## src/sv/gmnc_pkg.sv

```systemverilog
`default_nettype none

package gmnc_pkg;

  localparam int MAX_COLUMNS = 128;
  localparam int MAX_ROWS    = 1024;

  // register field widths
  localparam int CFG_COL_W = 8;
  localparam int CFG_ROW_W = 11;

  localparam int COL_W  = $clog2(MAX_COLUMNS);      // column index
  localparam int COLS_W = $clog2(MAX_COLUMNS + 1);  // column count
  localparam int ROWS_W = $clog2(MAX_ROWS + 2);     // row position incl. drain rows

  localparam int CNT_W = 4;

  localparam int APB_DW = 32;
  localparam int APB_AW = 3;

  localparam logic REG_GRID_COLUMNS = 1'b0;
  localparam logic REG_GRID_ROWS    = 1'b1;

  localparam logic [CFG_COL_W-1:0] GRID_COLUMNS_RST = CFG_COL_W'(128);
  localparam logic [CFG_ROW_W-1:0] GRID_ROWS_RST    = CFG_ROW_W'(1);

  localparam int QDEPTH = 2;
  localparam int QPTR_W = (QDEPTH > 1) ? $clog2(QDEPTH) : 1;
  localparam int QCNT_W = $clog2(QDEPTH + 1);

  // one classified cell on its way to the window
  typedef struct packed {
    logic             mine;
    logic [COL_W-1:0] x;
    logic             has_res;
    logic             mask_l;
    logic             mask_r;
    logic             mask_t;
    logic             mask_b;
  } item_t;

endpackage

`default_nettype wire

```

## src/sv/gmnc_ifs.sv

```systemverilog
`default_nettype none

interface gmnc_in_if;
  logic valid;
  logic ready;
  logic cell_is_mine;
  logic is_drain;

  modport source (output valid, output cell_is_mine, output is_drain, input ready);
  modport sink   (input valid, input cell_is_mine, input is_drain, output ready);
endinterface

interface gmnc_out_if;
  logic                      valid;
  logic                      ready;
  logic                      out_is_mine;
  logic [gmnc_pkg::CNT_W-1:0] mine_count;
  logic                      last_cell;

  modport source (output valid, output out_is_mine, output mine_count, output last_cell,
                  input ready);
  modport sink   (input valid, input out_is_mine, input mine_count, input last_cell,
                  output ready);
endinterface

`default_nettype wire

```

## src/sv/gmnc_front.sv

```systemverilog
`default_nettype none

module gmnc_front (
  input  wire logic                               clk,
  input  wire logic                               rst_n,
  input  wire logic                               fire,
  input  wire logic                               cell_is_mine,
  input  wire logic                               is_drain,
  input  wire logic [gmnc_pkg::CFG_COL_W-1:0]     grid_columns,
  input  wire logic [gmnc_pkg::CFG_ROW_W-1:0]     grid_rows,
  output gmnc_pkg::item_t                         item
);

  logic [gmnc_pkg::COL_W-1:0]  col_pos_r, col_pos_nxt;
  logic [gmnc_pkg::ROWS_W-1:0] row_pos_r, row_pos_nxt;

  logic [gmnc_pkg::COLS_W-1:0] cols, cols_m1, cc;
  logic [gmnc_pkg::ROWS_W-1:0] rows, rows_m1, cr, r;
  logic [gmnc_pkg::COL_W-1:0]  x;
  logic                        have;

  // clamp the registers to the supported range
  always_comb begin
    if (grid_columns == '0) begin
      cols = gmnc_pkg::COLS_W'(1);
    end else if (32'(grid_columns) > 32'(gmnc_pkg::MAX_COLUMNS)) begin
      cols = gmnc_pkg::COLS_W'(gmnc_pkg::MAX_COLUMNS);
    end else begin
      cols = gmnc_pkg::COLS_W'(grid_columns);
    end
    if (grid_rows == '0) begin
      rows = gmnc_pkg::ROWS_W'(1);
    end else if (32'(grid_rows) > 32'(gmnc_pkg::MAX_ROWS)) begin
      rows = gmnc_pkg::ROWS_W'(gmnc_pkg::MAX_ROWS);
    end else begin
      rows = gmnc_pkg::ROWS_W'(grid_rows);
    end
  end

  assign cols_m1 = cols - gmnc_pkg::COLS_W'(1);
  assign rows_m1 = rows - gmnc_pkg::ROWS_W'(1);
  assign r       = row_pos_r;
  assign x       = (gmnc_pkg::COLS_W'(col_pos_r) >= cols) ? gmnc_pkg::COL_W'(cols_m1)
                                                          : col_pos_r;

  // window center trails the input by one row plus one cell
  always_comb begin
    if (x != '0) begin
      have = (r != '0);
      cr   = r - gmnc_pkg::ROWS_W'(1);
      cc   = gmnc_pkg::COLS_W'(x) - gmnc_pkg::COLS_W'(1);
    end else begin
      have = (r >= gmnc_pkg::ROWS_W'(2));
      cr   = r - gmnc_pkg::ROWS_W'(2);
      cc   = cols_m1;
    end
  end

  always_comb begin
    item.mine    = cell_is_mine & ~is_drain;
    item.x       = x;
    item.has_res = have && (cr < rows);
    item.mask_l  = (cc == '0);
    item.mask_r  = (cc == cols_m1);
    item.mask_t  = (cr == '0);
    item.mask_b  = (cr == rows_m1);
  end

  // advance the raster position; restart after the last drain beat
  always_comb begin
    if (r >= rows + gmnc_pkg::ROWS_W'(1)) begin
      col_pos_nxt = '0;
      row_pos_nxt = '0;
    end else if (gmnc_pkg::COLS_W'(x) + gmnc_pkg::COLS_W'(1) >= cols) begin
      col_pos_nxt = '0;
      row_pos_nxt = r + gmnc_pkg::ROWS_W'(1);
    end else begin
      col_pos_nxt = x + gmnc_pkg::COL_W'(1);
      row_pos_nxt = r;
    end
  end

  always_ff @(posedge clk) begin
    if (!rst_n) begin
      col_pos_r <= '0;
      row_pos_r <= '0;
    end else if (fire) begin
      col_pos_r <= col_pos_nxt;
      row_pos_r <= row_pos_nxt;
    end
  end

endmodule

`default_nettype wire

```

## src/sv/gmnc_queue.sv

```systemverilog
`default_nettype none

module gmnc_queue (
  input  wire logic            clk,
  input  wire logic            rst_n,
  input  wire logic            push,
  input  wire gmnc_pkg::item_t push_item,
  output logic                 push_ready,
  input  wire logic            pop,
  output gmnc_pkg::item_t      pop_item,
  output logic                 pop_valid
);

  gmnc_pkg::item_t               mem_r [gmnc_pkg::QDEPTH];
  logic [gmnc_pkg::QPTR_W-1:0]   wr_ptr_r, rd_ptr_r;
  logic [gmnc_pkg::QCNT_W-1:0]   cnt_r, cnt_nxt;
  logic                          do_push, do_pop;

  assign push_ready = (cnt_r != gmnc_pkg::QCNT_W'(gmnc_pkg::QDEPTH));
  assign pop_valid  = (cnt_r != '0);
  assign pop_item   = mem_r[rd_ptr_r];
  assign do_push    = push & push_ready;
  assign do_pop     = pop & pop_valid;

  always_comb begin
    cnt_nxt = cnt_r;
    if (do_push && !do_pop) begin
      cnt_nxt = cnt_r + gmnc_pkg::QCNT_W'(1);
    end else if (do_pop && !do_push) begin
      cnt_nxt = cnt_r - gmnc_pkg::QCNT_W'(1);
    end
  end

  always_ff @(posedge clk) begin
    if (do_push) begin
      mem_r[wr_ptr_r] <= push_item;
    end
  end

  always_ff @(posedge clk) begin
    if (!rst_n) begin
      wr_ptr_r <= '0;
      rd_ptr_r <= '0;
      cnt_r    <= '0;
    end else begin
      cnt_r <= cnt_nxt;
      if (do_push) begin
        wr_ptr_r <= (wr_ptr_r == gmnc_pkg::QPTR_W'(gmnc_pkg::QDEPTH - 1)) ? '0
                    : wr_ptr_r + gmnc_pkg::QPTR_W'(1);
      end
      if (do_pop) begin
        rd_ptr_r <= (rd_ptr_r == gmnc_pkg::QPTR_W'(gmnc_pkg::QDEPTH - 1)) ? '0
                    : rd_ptr_r + gmnc_pkg::QPTR_W'(1);
      end
    end
  end

endmodule

`default_nettype wire

```

## src/sv/gmnc_back.sv

```systemverilog
`default_nettype none

module gmnc_back (
  input  wire logic            clk,
  input  wire logic            rst_n,
  input  wire gmnc_pkg::item_t q_item,
  input  wire logic            q_valid,
  output logic                 pop,
  gmnc_out_if.source           out_ch
);

  // one word per column: [1] two rows back, [0] one row back
  logic [1:0] line_mem [gmnc_pkg::MAX_COLUMNS];
  logic [gmnc_pkg::MAX_COLUMNS-1:0] line_vld_r;

  gmnc_pkg::item_t b_item_r;
  logic            b_valid_r;
  logic [1:0]      rd_r;
  logic            rd_ok_r;
  logic            fwd_r;
  logic [1:0]      fwd_data_r;

  logic [8:0]      window_r, window_nxt;
  logic [1:0]      word;
  logic            b_up, b_mid;
  logic [gmnc_pkg::CNT_W-1:0] count;
  logic            adv;

  logic                       out_valid_r;
  logic                       out_mine_r;
  logic [gmnc_pkg::CNT_W-1:0] out_count_r;
  logic                       out_last_r;

  assign adv = !out_valid_r || out_ch.ready;
  assign pop = adv & q_valid;

  // take the word just written when the previous beat hit the same column
  assign word  = fwd_r ? fwd_data_r : (rd_ok_r ? rd_r : 2'b00);
  assign b_up  = word[1];
  assign b_mid = word[0];

  assign window_nxt = {b_item_r.mine, b_mid, b_up, window_r[8:3]};

  always_comb begin
    count = '0;
    for (int c = 0; c < 3; c++) begin
      for (int rw = 0; rw < 3; rw++) begin
        if (!(c == 1 && rw == 1) &&
            !(c == 0 && b_item_r.mask_l) && !(c == 2 && b_item_r.mask_r) &&
            !(rw == 0 && b_item_r.mask_t) && !(rw == 2 && b_item_r.mask_b)) begin
          count = count + gmnc_pkg::CNT_W'(window_nxt[c*3 + rw]);
        end
      end
    end
    if (window_nxt[4]) begin
      count = '0;
    end
  end

  // line buffer read on pop, write back when the beat leaves the window stage
  always_ff @(posedge clk) begin
    if (adv) begin
      rd_r       <= line_mem[q_item.x];
      b_item_r   <= q_item;
      fwd_data_r <= {b_mid, b_item_r.mine};
      if (b_valid_r) begin
        line_mem[b_item_r.x] <= {b_mid, b_item_r.mine};
      end
    end
  end

  always_ff @(posedge clk) begin
    if (!rst_n) begin
      line_vld_r  <= '0;
      b_valid_r   <= 1'b0;
      rd_ok_r     <= 1'b0;
      fwd_r       <= 1'b0;
      window_r    <= '0;
      out_valid_r <= 1'b0;
    end else if (adv) begin
      b_valid_r   <= q_valid;
      rd_ok_r     <= line_vld_r[q_item.x];
      fwd_r       <= b_valid_r && (b_item_r.x == q_item.x);
      out_valid_r <= b_valid_r && b_item_r.has_res;
      if (b_valid_r) begin
        line_vld_r[b_item_r.x] <= 1'b1;
        window_r               <= window_nxt;
      end
    end
  end

  always_ff @(posedge clk) begin
    if (adv) begin
      out_mine_r  <= window_nxt[4];
      out_count_r <= count;
      out_last_r  <= b_item_r.mask_b & b_item_r.mask_r;
    end
  end

  assign out_ch.valid       = out_valid_r;
  assign out_ch.out_is_mine = out_mine_r;
  assign out_ch.mine_count  = out_count_r;
  assign out_ch.last_cell   = out_last_r;

endmodule

`default_nettype wire

```

## src/sv/grid_mine_neighbor_count.sv

```systemverilog
// A cell's result is valid after the beat grid_columns+1 behind it is accepted and
// passes the queue slot and line buffer read, then the window and output register.
// One beat per clock unless stalled; one line buffer read and one write per beat.
// Reset (synchronous, rst_n low): grid_columns 128, grid_rows 1, position and window
// cleared, line buffer valid bits cleared in the same cycle; no clearing pass.
`default_nettype none

module grid_mine_neighbor_count (
  input  wire logic                          clk,
  input  wire logic                          rst_n,
  gmnc_in_if.sink                            in_ch,
  gmnc_out_if.source                         out_ch,
  input  wire logic                          psel,
  input  wire logic                          penable,
  input  wire logic                          pwrite,
  input  wire logic [gmnc_pkg::APB_AW-1:0]   paddr,
  input  wire logic [gmnc_pkg::APB_DW-1:0]   pwdata,
  output logic      [gmnc_pkg::APB_DW-1:0]   prdata,
  output logic                               pready
);

  logic [gmnc_pkg::CFG_COL_W-1:0] grid_columns_r;
  logic [gmnc_pkg::CFG_ROW_W-1:0] grid_rows_r;
  logic                           cfg_wr;

  gmnc_pkg::item_t front_item, q_item;
  logic            q_ready, q_valid, q_pop, fire;

  assign pready = 1'b1;
  assign cfg_wr = psel & penable & pwrite;

  always_ff @(posedge clk) begin
    if (!rst_n) begin
      grid_columns_r <= gmnc_pkg::GRID_COLUMNS_RST;
      grid_rows_r    <= gmnc_pkg::GRID_ROWS_RST;
    end else if (cfg_wr) begin
      unique case (paddr[2])
        gmnc_pkg::REG_GRID_COLUMNS: grid_columns_r <= pwdata[gmnc_pkg::CFG_COL_W-1:0];
        gmnc_pkg::REG_GRID_ROWS:    grid_rows_r    <= pwdata[gmnc_pkg::CFG_ROW_W-1:0];
      endcase
    end
  end

  always_comb begin
    unique case (paddr[2])
      gmnc_pkg::REG_GRID_COLUMNS: prdata = gmnc_pkg::APB_DW'(grid_columns_r);
      gmnc_pkg::REG_GRID_ROWS:    prdata = gmnc_pkg::APB_DW'(grid_rows_r);
    endcase
  end

  assign in_ch.ready = q_ready;
  assign fire        = in_ch.valid & q_ready;

  gmnc_front u_front (
    .clk          (clk),
    .rst_n        (rst_n),
    .fire         (fire),
    .cell_is_mine (in_ch.cell_is_mine),
    .is_drain     (in_ch.is_drain),
    .grid_columns (grid_columns_r),
    .grid_rows    (grid_rows_r),
    .item         (front_item)
  );

  gmnc_queue u_queue (
    .clk        (clk),
    .rst_n      (rst_n),
    .push       (fire),
    .push_item  (front_item),
    .push_ready (q_ready),
    .pop        (q_pop),
    .pop_item   (q_item),
    .pop_valid  (q_valid)
  );

  gmnc_back u_back (
    .clk     (clk),
    .rst_n   (rst_n),
    .q_item  (q_item),
    .q_valid (q_valid),
    .pop     (q_pop),
    .out_ch  (out_ch)
  );

endmodule

`default_nettype wire
```

## src/flat_wrapper.sv

```systemverilog
// flat-port wrapper written by rule: the top's interface ports become plain ports
module grid_mine_neighbor_count_flat 
  (clk, rst_n, psel, penable, pwrite, paddr, pwdata, prdata, pready, in_ch_valid, in_ch_cell_is_mine, in_ch_is_drain, in_ch_ready, out_ch_valid, out_ch_out_is_mine, out_ch_mine_count, out_ch_last_cell, out_ch_ready);
  gmnc_in_if in_ch_i ();
  gmnc_out_if out_ch_i ();
  input  wire logic clk;
  input  wire logic rst_n;
  input  wire logic psel;
  input  wire logic penable;
  input  wire logic pwrite;
  input  wire logic [gmnc_pkg::APB_AW-1:0] paddr;
  input  wire logic [gmnc_pkg::APB_DW-1:0] pwdata;
  output logic      [gmnc_pkg::APB_DW-1:0] prdata;
  output logic pready;
  input wire logic [$bits(in_ch_i.valid)-1:0] in_ch_valid;
  input wire logic [$bits(in_ch_i.cell_is_mine)-1:0] in_ch_cell_is_mine;
  input wire logic [$bits(in_ch_i.is_drain)-1:0] in_ch_is_drain;
  output wire logic [$bits(in_ch_i.ready)-1:0] in_ch_ready;
  output wire logic [$bits(out_ch_i.valid)-1:0] out_ch_valid;
  output wire logic [$bits(out_ch_i.out_is_mine)-1:0] out_ch_out_is_mine;
  output wire logic [$bits(out_ch_i.mine_count)-1:0] out_ch_mine_count;
  output wire logic [$bits(out_ch_i.last_cell)-1:0] out_ch_last_cell;
  input wire logic [$bits(out_ch_i.ready)-1:0] out_ch_ready;
  assign in_ch_i.valid = in_ch_valid;
  assign in_ch_i.cell_is_mine = in_ch_cell_is_mine;
  assign in_ch_i.is_drain = in_ch_is_drain;
  assign in_ch_ready = in_ch_i.ready;
  assign out_ch_valid = out_ch_i.valid;
  assign out_ch_out_is_mine = out_ch_i.out_is_mine;
  assign out_ch_mine_count = out_ch_i.mine_count;
  assign out_ch_last_cell = out_ch_i.last_cell;
  assign out_ch_i.ready = out_ch_ready;
  grid_mine_neighbor_count u_core (.clk(clk), .rst_n(rst_n), .in_ch(in_ch_i), .out_ch(out_ch_i), .psel(psel), .penable(penable), .pwrite(pwrite), .paddr(paddr), .pwdata(pwdata), .prdata(prdata), .pready(pready));
endmodule
```

## config.mk

```make
export PLATFORM = sky130hd
export DESIGN_NAME = grid_mine_neighbor_count_flat
export DESIGN_NICKNAME = d
export VERILOG_FILES = /design/src/sv/gmnc_pkg.sv /design/src/sv/gmnc_ifs.sv /design/src/sv/gmnc_front.sv /design/src/sv/gmnc_queue.sv /design/src/sv/gmnc_back.sv /design/src/sv/grid_mine_neighbor_count.sv /design/src/flat_wrapper.sv
export SDC_FILE = /design/constraint.sdc
export NUM_CORES = 1
export LEC_CHECK = 0
export ABC_AREA = 1
export BUFFER_PORTS_ARGS = -buffer_cell sky130_fd_sc_hd__buf_4
export CORE_MARGIN = 10
export CORE_UTILIZATION = 25
export DETAILED_ROUTE_END_ITERATION = 12
export PLACE_DENSITY_LB_ADDON = 0.15
export SETUP_SLACK_MARGIN = 0.1
export SYNTH_ARGS = -nofsm -noshare
export SYNTH_HDL_FRONTEND = slang
export SYNTH_SLANG_ARGS = --single-unit
```

## constraint.sdc

```tcl
create_clock -name clk -period 5.97 [get_ports clk]
set_input_delay 1.194 -clock clk [delete_from_list [all_inputs] [get_ports clk]]
set_output_delay 1.194 -clock clk [all_outputs]
set_load 0.05 [all_outputs]
```

**After elaboration in Yosys (flattened, before gate mapping)**

Memories as Yosys holds them, arrays and structs flattened. A register that Yosys moved wholly into a read port is not among the register bits.
Index checks and enable logic that the tools add are counted.

- Bits in writable memories: 282
- Bits of input ports: 44
- Bits in registers: 203
- Output and inout port bits: 41
- Memories: 2

Memories:

| memory | words | width | rd ports | clocked after memory_dff | wr ports | line | text |
|---|---|---|---|---|---|---|---|
| u_core.u_back.line_mem | 128 | 2 | 1 | 1 | 1 | gmnc_back.sv:13 | `logic [1:0] line_mem [gmnc_pkg::MAX_COLUMNS];` |
| u_core.u_queue.mem_r | 2 | 13 | 1 | 1 | 1 | gmnc_queue.sv:14 | `gmnc_pkg::item_t mem_r [gmnc_pkg::QDEPTH];` |

- Muxes and demuxes: 38
- $add $sub $neg: 20
- Magnitude comparators: 10
- Equality and inequality tests: 4
- Bitwise operators: 11
- Reduce and logical (&&, ||, !) cells: 31

Operators by type and width:

| kind | number |
|---|---|
| $or 128x128->128 | 1 |
| $pmux 32 s2 | 1 |
| $mux 11 | 5 |
| $mux 4 | 7 |
| $add 4x1->4 | 6 |
| $mux 8 | 3 |
| $add 11x1->11 const B | 2 |
| $logic_not 11->1 | 2 |
| $sub 11x1->11 const B | 2 |
| $mux 7 | 3 |
| $logic_not 8->1 | 2 |
| $lt 7x8->1 const B | 2 |
| $mux 1 | 13 |
| $eq 11x11->1 | 1 |
| $ge 11x11->1 | 1 |
| $ge 11x2->1 const B | 1 |
| $gt 11x11->1 const B | 1 |
| $lt 11x11->1 | 1 |
| $reduce_bool 11->1 | 1 |
| $sub 11x2->11 const B | 1 |
| $logic_and 1x1->1 | 10 |
| $add 7x1->8 const B | 1 |
| $and 1x1->1 | 8 |
| $eq 8x8->1 | 1 |
| other kinds (22) | 38 |

**Longest topological paths before layout**

- Word-level depth: 17
- Depth in mapped cells: 36

**Hierarchy**

Synthesis repeated with hierarchy kept, for this count alone.

- Cell total of the unflattened synthesis: 2,751
- Area, all modules: 23,902.9 um^2

By module, submodules not included:

| module | cells each | sequential area each (um^2) | instances | area each (um^2) |
|---|---|---|---|---|
| gmnc_back | 1,858 | 11,140.7 | 1 | 17,690.7 |
| gmnc_front | 641 | 360.3 | 1 | 3,834.9 |
| gmnc_queue | 77 | 880.8 | 1 | 1,221.2 |
| grid_mine_neighbor_count | 175 | 380.4 | 1 | 1,156.1 |

**Least setup slack after synthesis**

OpenSTA, ideal clock, no wires.

- Path type: reg2reg
- Start: register u_core.grid_columns_r[7] (netlist bit)
- End: register u_core.u_front.row_pos_r, in the netlist u_core.u_front.r[9]
- Data required time: 5.910 ns
- Setup slack: 1.691 ns
- Cell stages (with the launch flop): 31
- Data arrival time: 4.219 ns
- Buffers on the path: 2
- Cells stage by stage: dfxtp_1 > buf_6 > nor2_1 > nand2_1 > nor2_1 > nor2_2 > inv_1 > ha_1 > nand2_1 > nor2_1 > nand2_2 > nand3_4 > buf_8 > nor2_1 > nor2_1 > ha_1 > nand3_1 > nor3_1 > xor2_1 > ha_1 > nand2_1 > nor2_1 > nand4_1 > o2111ai_1 > nor2_1 > nor2_1 > nand3_1 > nor2_1 > nand2_1 > o21ai_0 > and3_1

RTL lines:

| what | line | text |
|---|---|---|
| start: declaration | grid_mine_neighbor_count.sv:22 | `logic [gmnc_pkg::CFG_COL_W-1:0] grid_columns_r;` |
| start signal: assignment | grid_mine_neighbor_count.sv:34 | `grid_columns_r <= gmnc_pkg::GRID_COLUMNS_RST;` |
| start signal: assignment | grid_mine_neighbor_count.sv:38 | `gmnc_pkg::REG_GRID_COLUMNS: grid_columns_r <= pwdata[gmnc_pkg::CFG_COL_W-1:0];` |
| end signal: assignment | gmnc_front.sv:89 | `row_pos_r <= row_pos_nxt;` |
| end: declaration | gmnc_front.sv:15 | `logic [gmnc_pkg::ROWS_W-1:0] row_pos_r, row_pos_nxt;` |

==> flow_summary.yaml <==
cts:
  cts_resized: 0
  ctsLongestPathBuffers: 3
  clkSlewWorstSetupHoldPaths_ns: 0.06
  postCtsSetupRepairBufs: 0
  cts.htree.levels: 2
  cts_tree: "done"
  tritoncts.num_buffers: 56
  insertion_delay_ns: 0.65
  clock-root-buffer: "clkbuf_16"
  cts_num_sinks: 485
  cts-hold-fix-buffers: 0
synthesis:
  async_reset_ff_frac: 0
  sequential_element_share_of_the_synthesized_area: 0.5520
  synth_top_cell_by_area: "edfxtp_1"
  synthesis.area_sq_um: 23120
  cell_with_the_most_instances_after_synthesis: "nor2_1"
  synth_ff_type: "edfxtp_1"
  synth.top_cells.by_area: "edfxtp_1, dfxtp_1, nor2_1, o21ai_0, nand2_1"
  post_synth_inst_count: 2549
  synth_cell_types: 55
  synth_top_area_frac: 0.3961
  number_of_enable_type_register_cells_in_the_synthesized_netlist: 305
  postSynthRegisterBits: 485
  per_instance_average_area_after_synthesis_sq_um: 9.071
  yosysWarningCount: 0
  synth.top_cells.by_count: "nor2_1, edfxtp_1, nand2_1"
setup_path:
  cp.required_ns: 6.53
  type_of_the_worst_setup_path: "flip-flop to flip-flop"
  cpMostUsedCell: "nor2_1"
  cpPeakStageDelay_ns: 0.53
  path_delay_family: "simple AND/OR/NAND/NOR gates"
  crit_arrival_ns: 5.77
  endpoint_kind: "flip-flop"
  worst_setup_path_start_kind: "flip-flop"
  crit_path_top_delay_cell: "dfxtp_1"
  critical_path_peak_fanout: 13
  critical_path.n_buffers_inverters: 2
global_routing:
  grt.busiest_layer: "met2"
  grt.total_usage: 0.1318
  use_met1: 0.1737
  grt_first_pass_wirelength_um: 107600
  grt_use_met3: 0.01875
  grt_max_degree: 132
  use_met2: 0.2237
  overflow: 0
  via_count_of_the_first_global_routing_pass: 17810
  grt_antenna_before_repair: 0
job:
  maximum_capacitance_violations: 0
timing:
  slew_viol_final: 0
  hold_violations: 0
  worst_slew_pin_slew_ns: 0.9922
  fin_tns_setup_ns: 0
  finalCritPeriodShare: 0.8717
  rsz_0062_raised_after_global_routing: "false"
  clock-skew-final_ns: 0.06758
  final.min_clock_period_ns: 5.204
  max-slew-margin-rel: 0.3385
  hold-worst-slack_ns: 0.4377
  max_frequency_ghz: 0.1922
  setup-violations-final: 0
floorplan:
  die-width_um: 324.1
  core_area_sq_um: 91660
  row_cnt: 111
  initial_core_util: 0.2522
  die_area_sq_um: 105000
  boundaryPins: 85
  vert_die_dim_um: 324.1
drt:
  routed_wirelength_um: 70000
  detail_route.wl_per_cell_um: 18.49
  antenna_violating_nets_post_route: 0
  post-route-drc-count: 0
  detail_route.first_pass.iterations: 6
  iter_0_drt_violations: 1152
  vias_per_cell: 4.695
  route.vias.total: 17780
placement:
  gpl.final_weighted_congestion: 0.7961
  buffers_on_ports: 39
  detailedPlacementHpwl_um: 43890
  placed_area_sq_um: 24640
power_and_ir_drop:
  ir_worst_vdd_mv: 0.3394
  power_per_cell_area_nw_per_um2: 452.1
  power_leakage_nw: 9.711
worst_hold_path:
  min_path_type: "flip-flop to flip-flop"
cells_and_area:
  growth_of_design_area_from_synthesis_to_finish_pct: 14.47
  design.final.nets: 2659
  fill_cells: 9736
  post_route_cells_drive_above_1_share: 0.08689
  antenna_cells_inserted: 0
  fin_area_sq_um: 26470
run_status:
  status: "finished clean"
registers in the layout, summed over array words and instances, names as in the netlist, named ones only:
signal                            flops
u_core.u_back.b_valid_r               1
u_core.u_queue.wr_ptr_r               1
u_core.u_queue.cnt_r                  2
u_core.grid_columns_r                 8
u_core.u_queue.rd_ptr_r               1
u_core.u_back.fwd_data_r              2
u_core.u_back.fwd_r                   1
u_core.u_back.out_ch.out_is_mine      1
u_core.u_back.line_vld_r            128
u_core.u_front.r                     11
u_core.u_queue.mem_r                 26
u_core.u_back.out_ch.last_cell        1
u_core.grid_rows_r                   11
u_core.u_front.col_pos_r              7
u_core.u_back.line_mem              256
u_core.u_back.rd_ok_r                 1
u_core.u_back.b_item_r               13
u_core.u_back.out_ch.mine_count       4
u_core.u_back.window_r                6
u_core.u_back.rd_r                    2
u_core.u_back.out_ch.valid            1
cell usage in the layout, fill, tap and decap left out, drive strengths merged, types with 7 or more instances in the layout:
cell / netlist / layout
clkbuf: 108 / 81
o21a: 52 / 52
xor2: 46 / 46
xnor2: 8 / 8
a21oi: 63 / 63
nand4: 24 / 24
o221ai: 26 / 26
conb: 2 / 22
or2: 17 / 17
nand3: 114 / 114
nor2: 627 / 627
clkinv: 2 / 24
ha: 62 / 62
buf: 40 / 74
inv: 183 / 182
o22ai: 27 / 27
nor3: 7 / 7
edfxtp: 305 / 305
o21ai: 269 / 269
dfxtp: 180 / 180
o211ai: 79 / 79
nand2: 282 / 282
worst register-to-register path: cells and delay by family (launching register included):
kind / cells / cell delay [ns]
DFF: 1 / 0.53
xor gates and xnor gates: 1 / 0.12
and+or+nand+nor: 21 / 3.04
buffers and inverters: 2 / 0.22
adders and majority gates: 3 / 0.86
AOI/OAI and AO/OA: 2 / 0.35
power breakdown:
group	internal, mW	leakage (nW)	switching [mW]	total [mW]
Sequential	4.01	4.29	0.123	4.14
Clock	1.95	0.889	1.43	3.38
Combinational	1.19	4.53	3.26	4.45
Total	7.16	9.71	4.81	12.0
worst paths after layout:
check | startpoint | endpoint | slack [ns] | cells past startpoint
max reg2reg | u_core.grid_columns_r[7] | u_core.u_front.r[9] | 0.77 | 29
max | u_core.grid_columns_r[7] | u_core.u_front.r[9] | 0.77 | 29
min | u_core.u_back.window_r[7] | u_core.u_back.out_ch.out_is_mine | 0.44 | 0
min reg2reg | u_core.u_back.window_r[7] | u_core.u_back.out_ch.out_is_mine | 0.44 | 0
layout make-up:
class                   instances  area [sq um]  area share
clock buffers                  81          1556     0.05881
clock inverters                25         274.0     0.01035
inverters                     185         699.4     0.02643
multi-input cells            1751          9085      0.3433
flip-flops and latches        485         12760      0.4822
well taps                    1186          1484     0.05607
repair buffers                 74         605.6     0.02288
per-stage QoR:
step	utilization	total power [mW]	setup WS [ns]	std cells
5_1_grt	0.2887	12.79	0.1894	3787
3_3_place_gp	0.2688	8.710	0.7770	3681
3_5_place_dp	0.2688	8.723	0.7719	3681
4_1_cts	0.2887	12.15	0.7408	3787
6_report	0.2887	11.97	0.7659	3787
2_1_floorplan	-	7.117	1.691	2569
layer usage:
layer	share of wire	routed length [um]
met1	0.46	32520
met2	0.48	33280
met3	0.039	2727
met4	0.021	1474
met5	0	0
kinds of logic after synthesis:
| family | Yosys count | synth area share |
|---|---|---|
| buffers and inverters | 333 | 0.06083 |
| DFF | 485 | 0.5520 |
| adders and majority gates | 62 | 0.03355 |
| AOI/OAI and AO/OA | 533 | 0.1395 |
| xor gates and xnor gates | 54 | 0.02078 |
| other | 2 | 0.0003248 |
| and+or+nand+nor | 1080 | 0.1931 |
No activity file was read; power rests on OpenSTA's default activity.
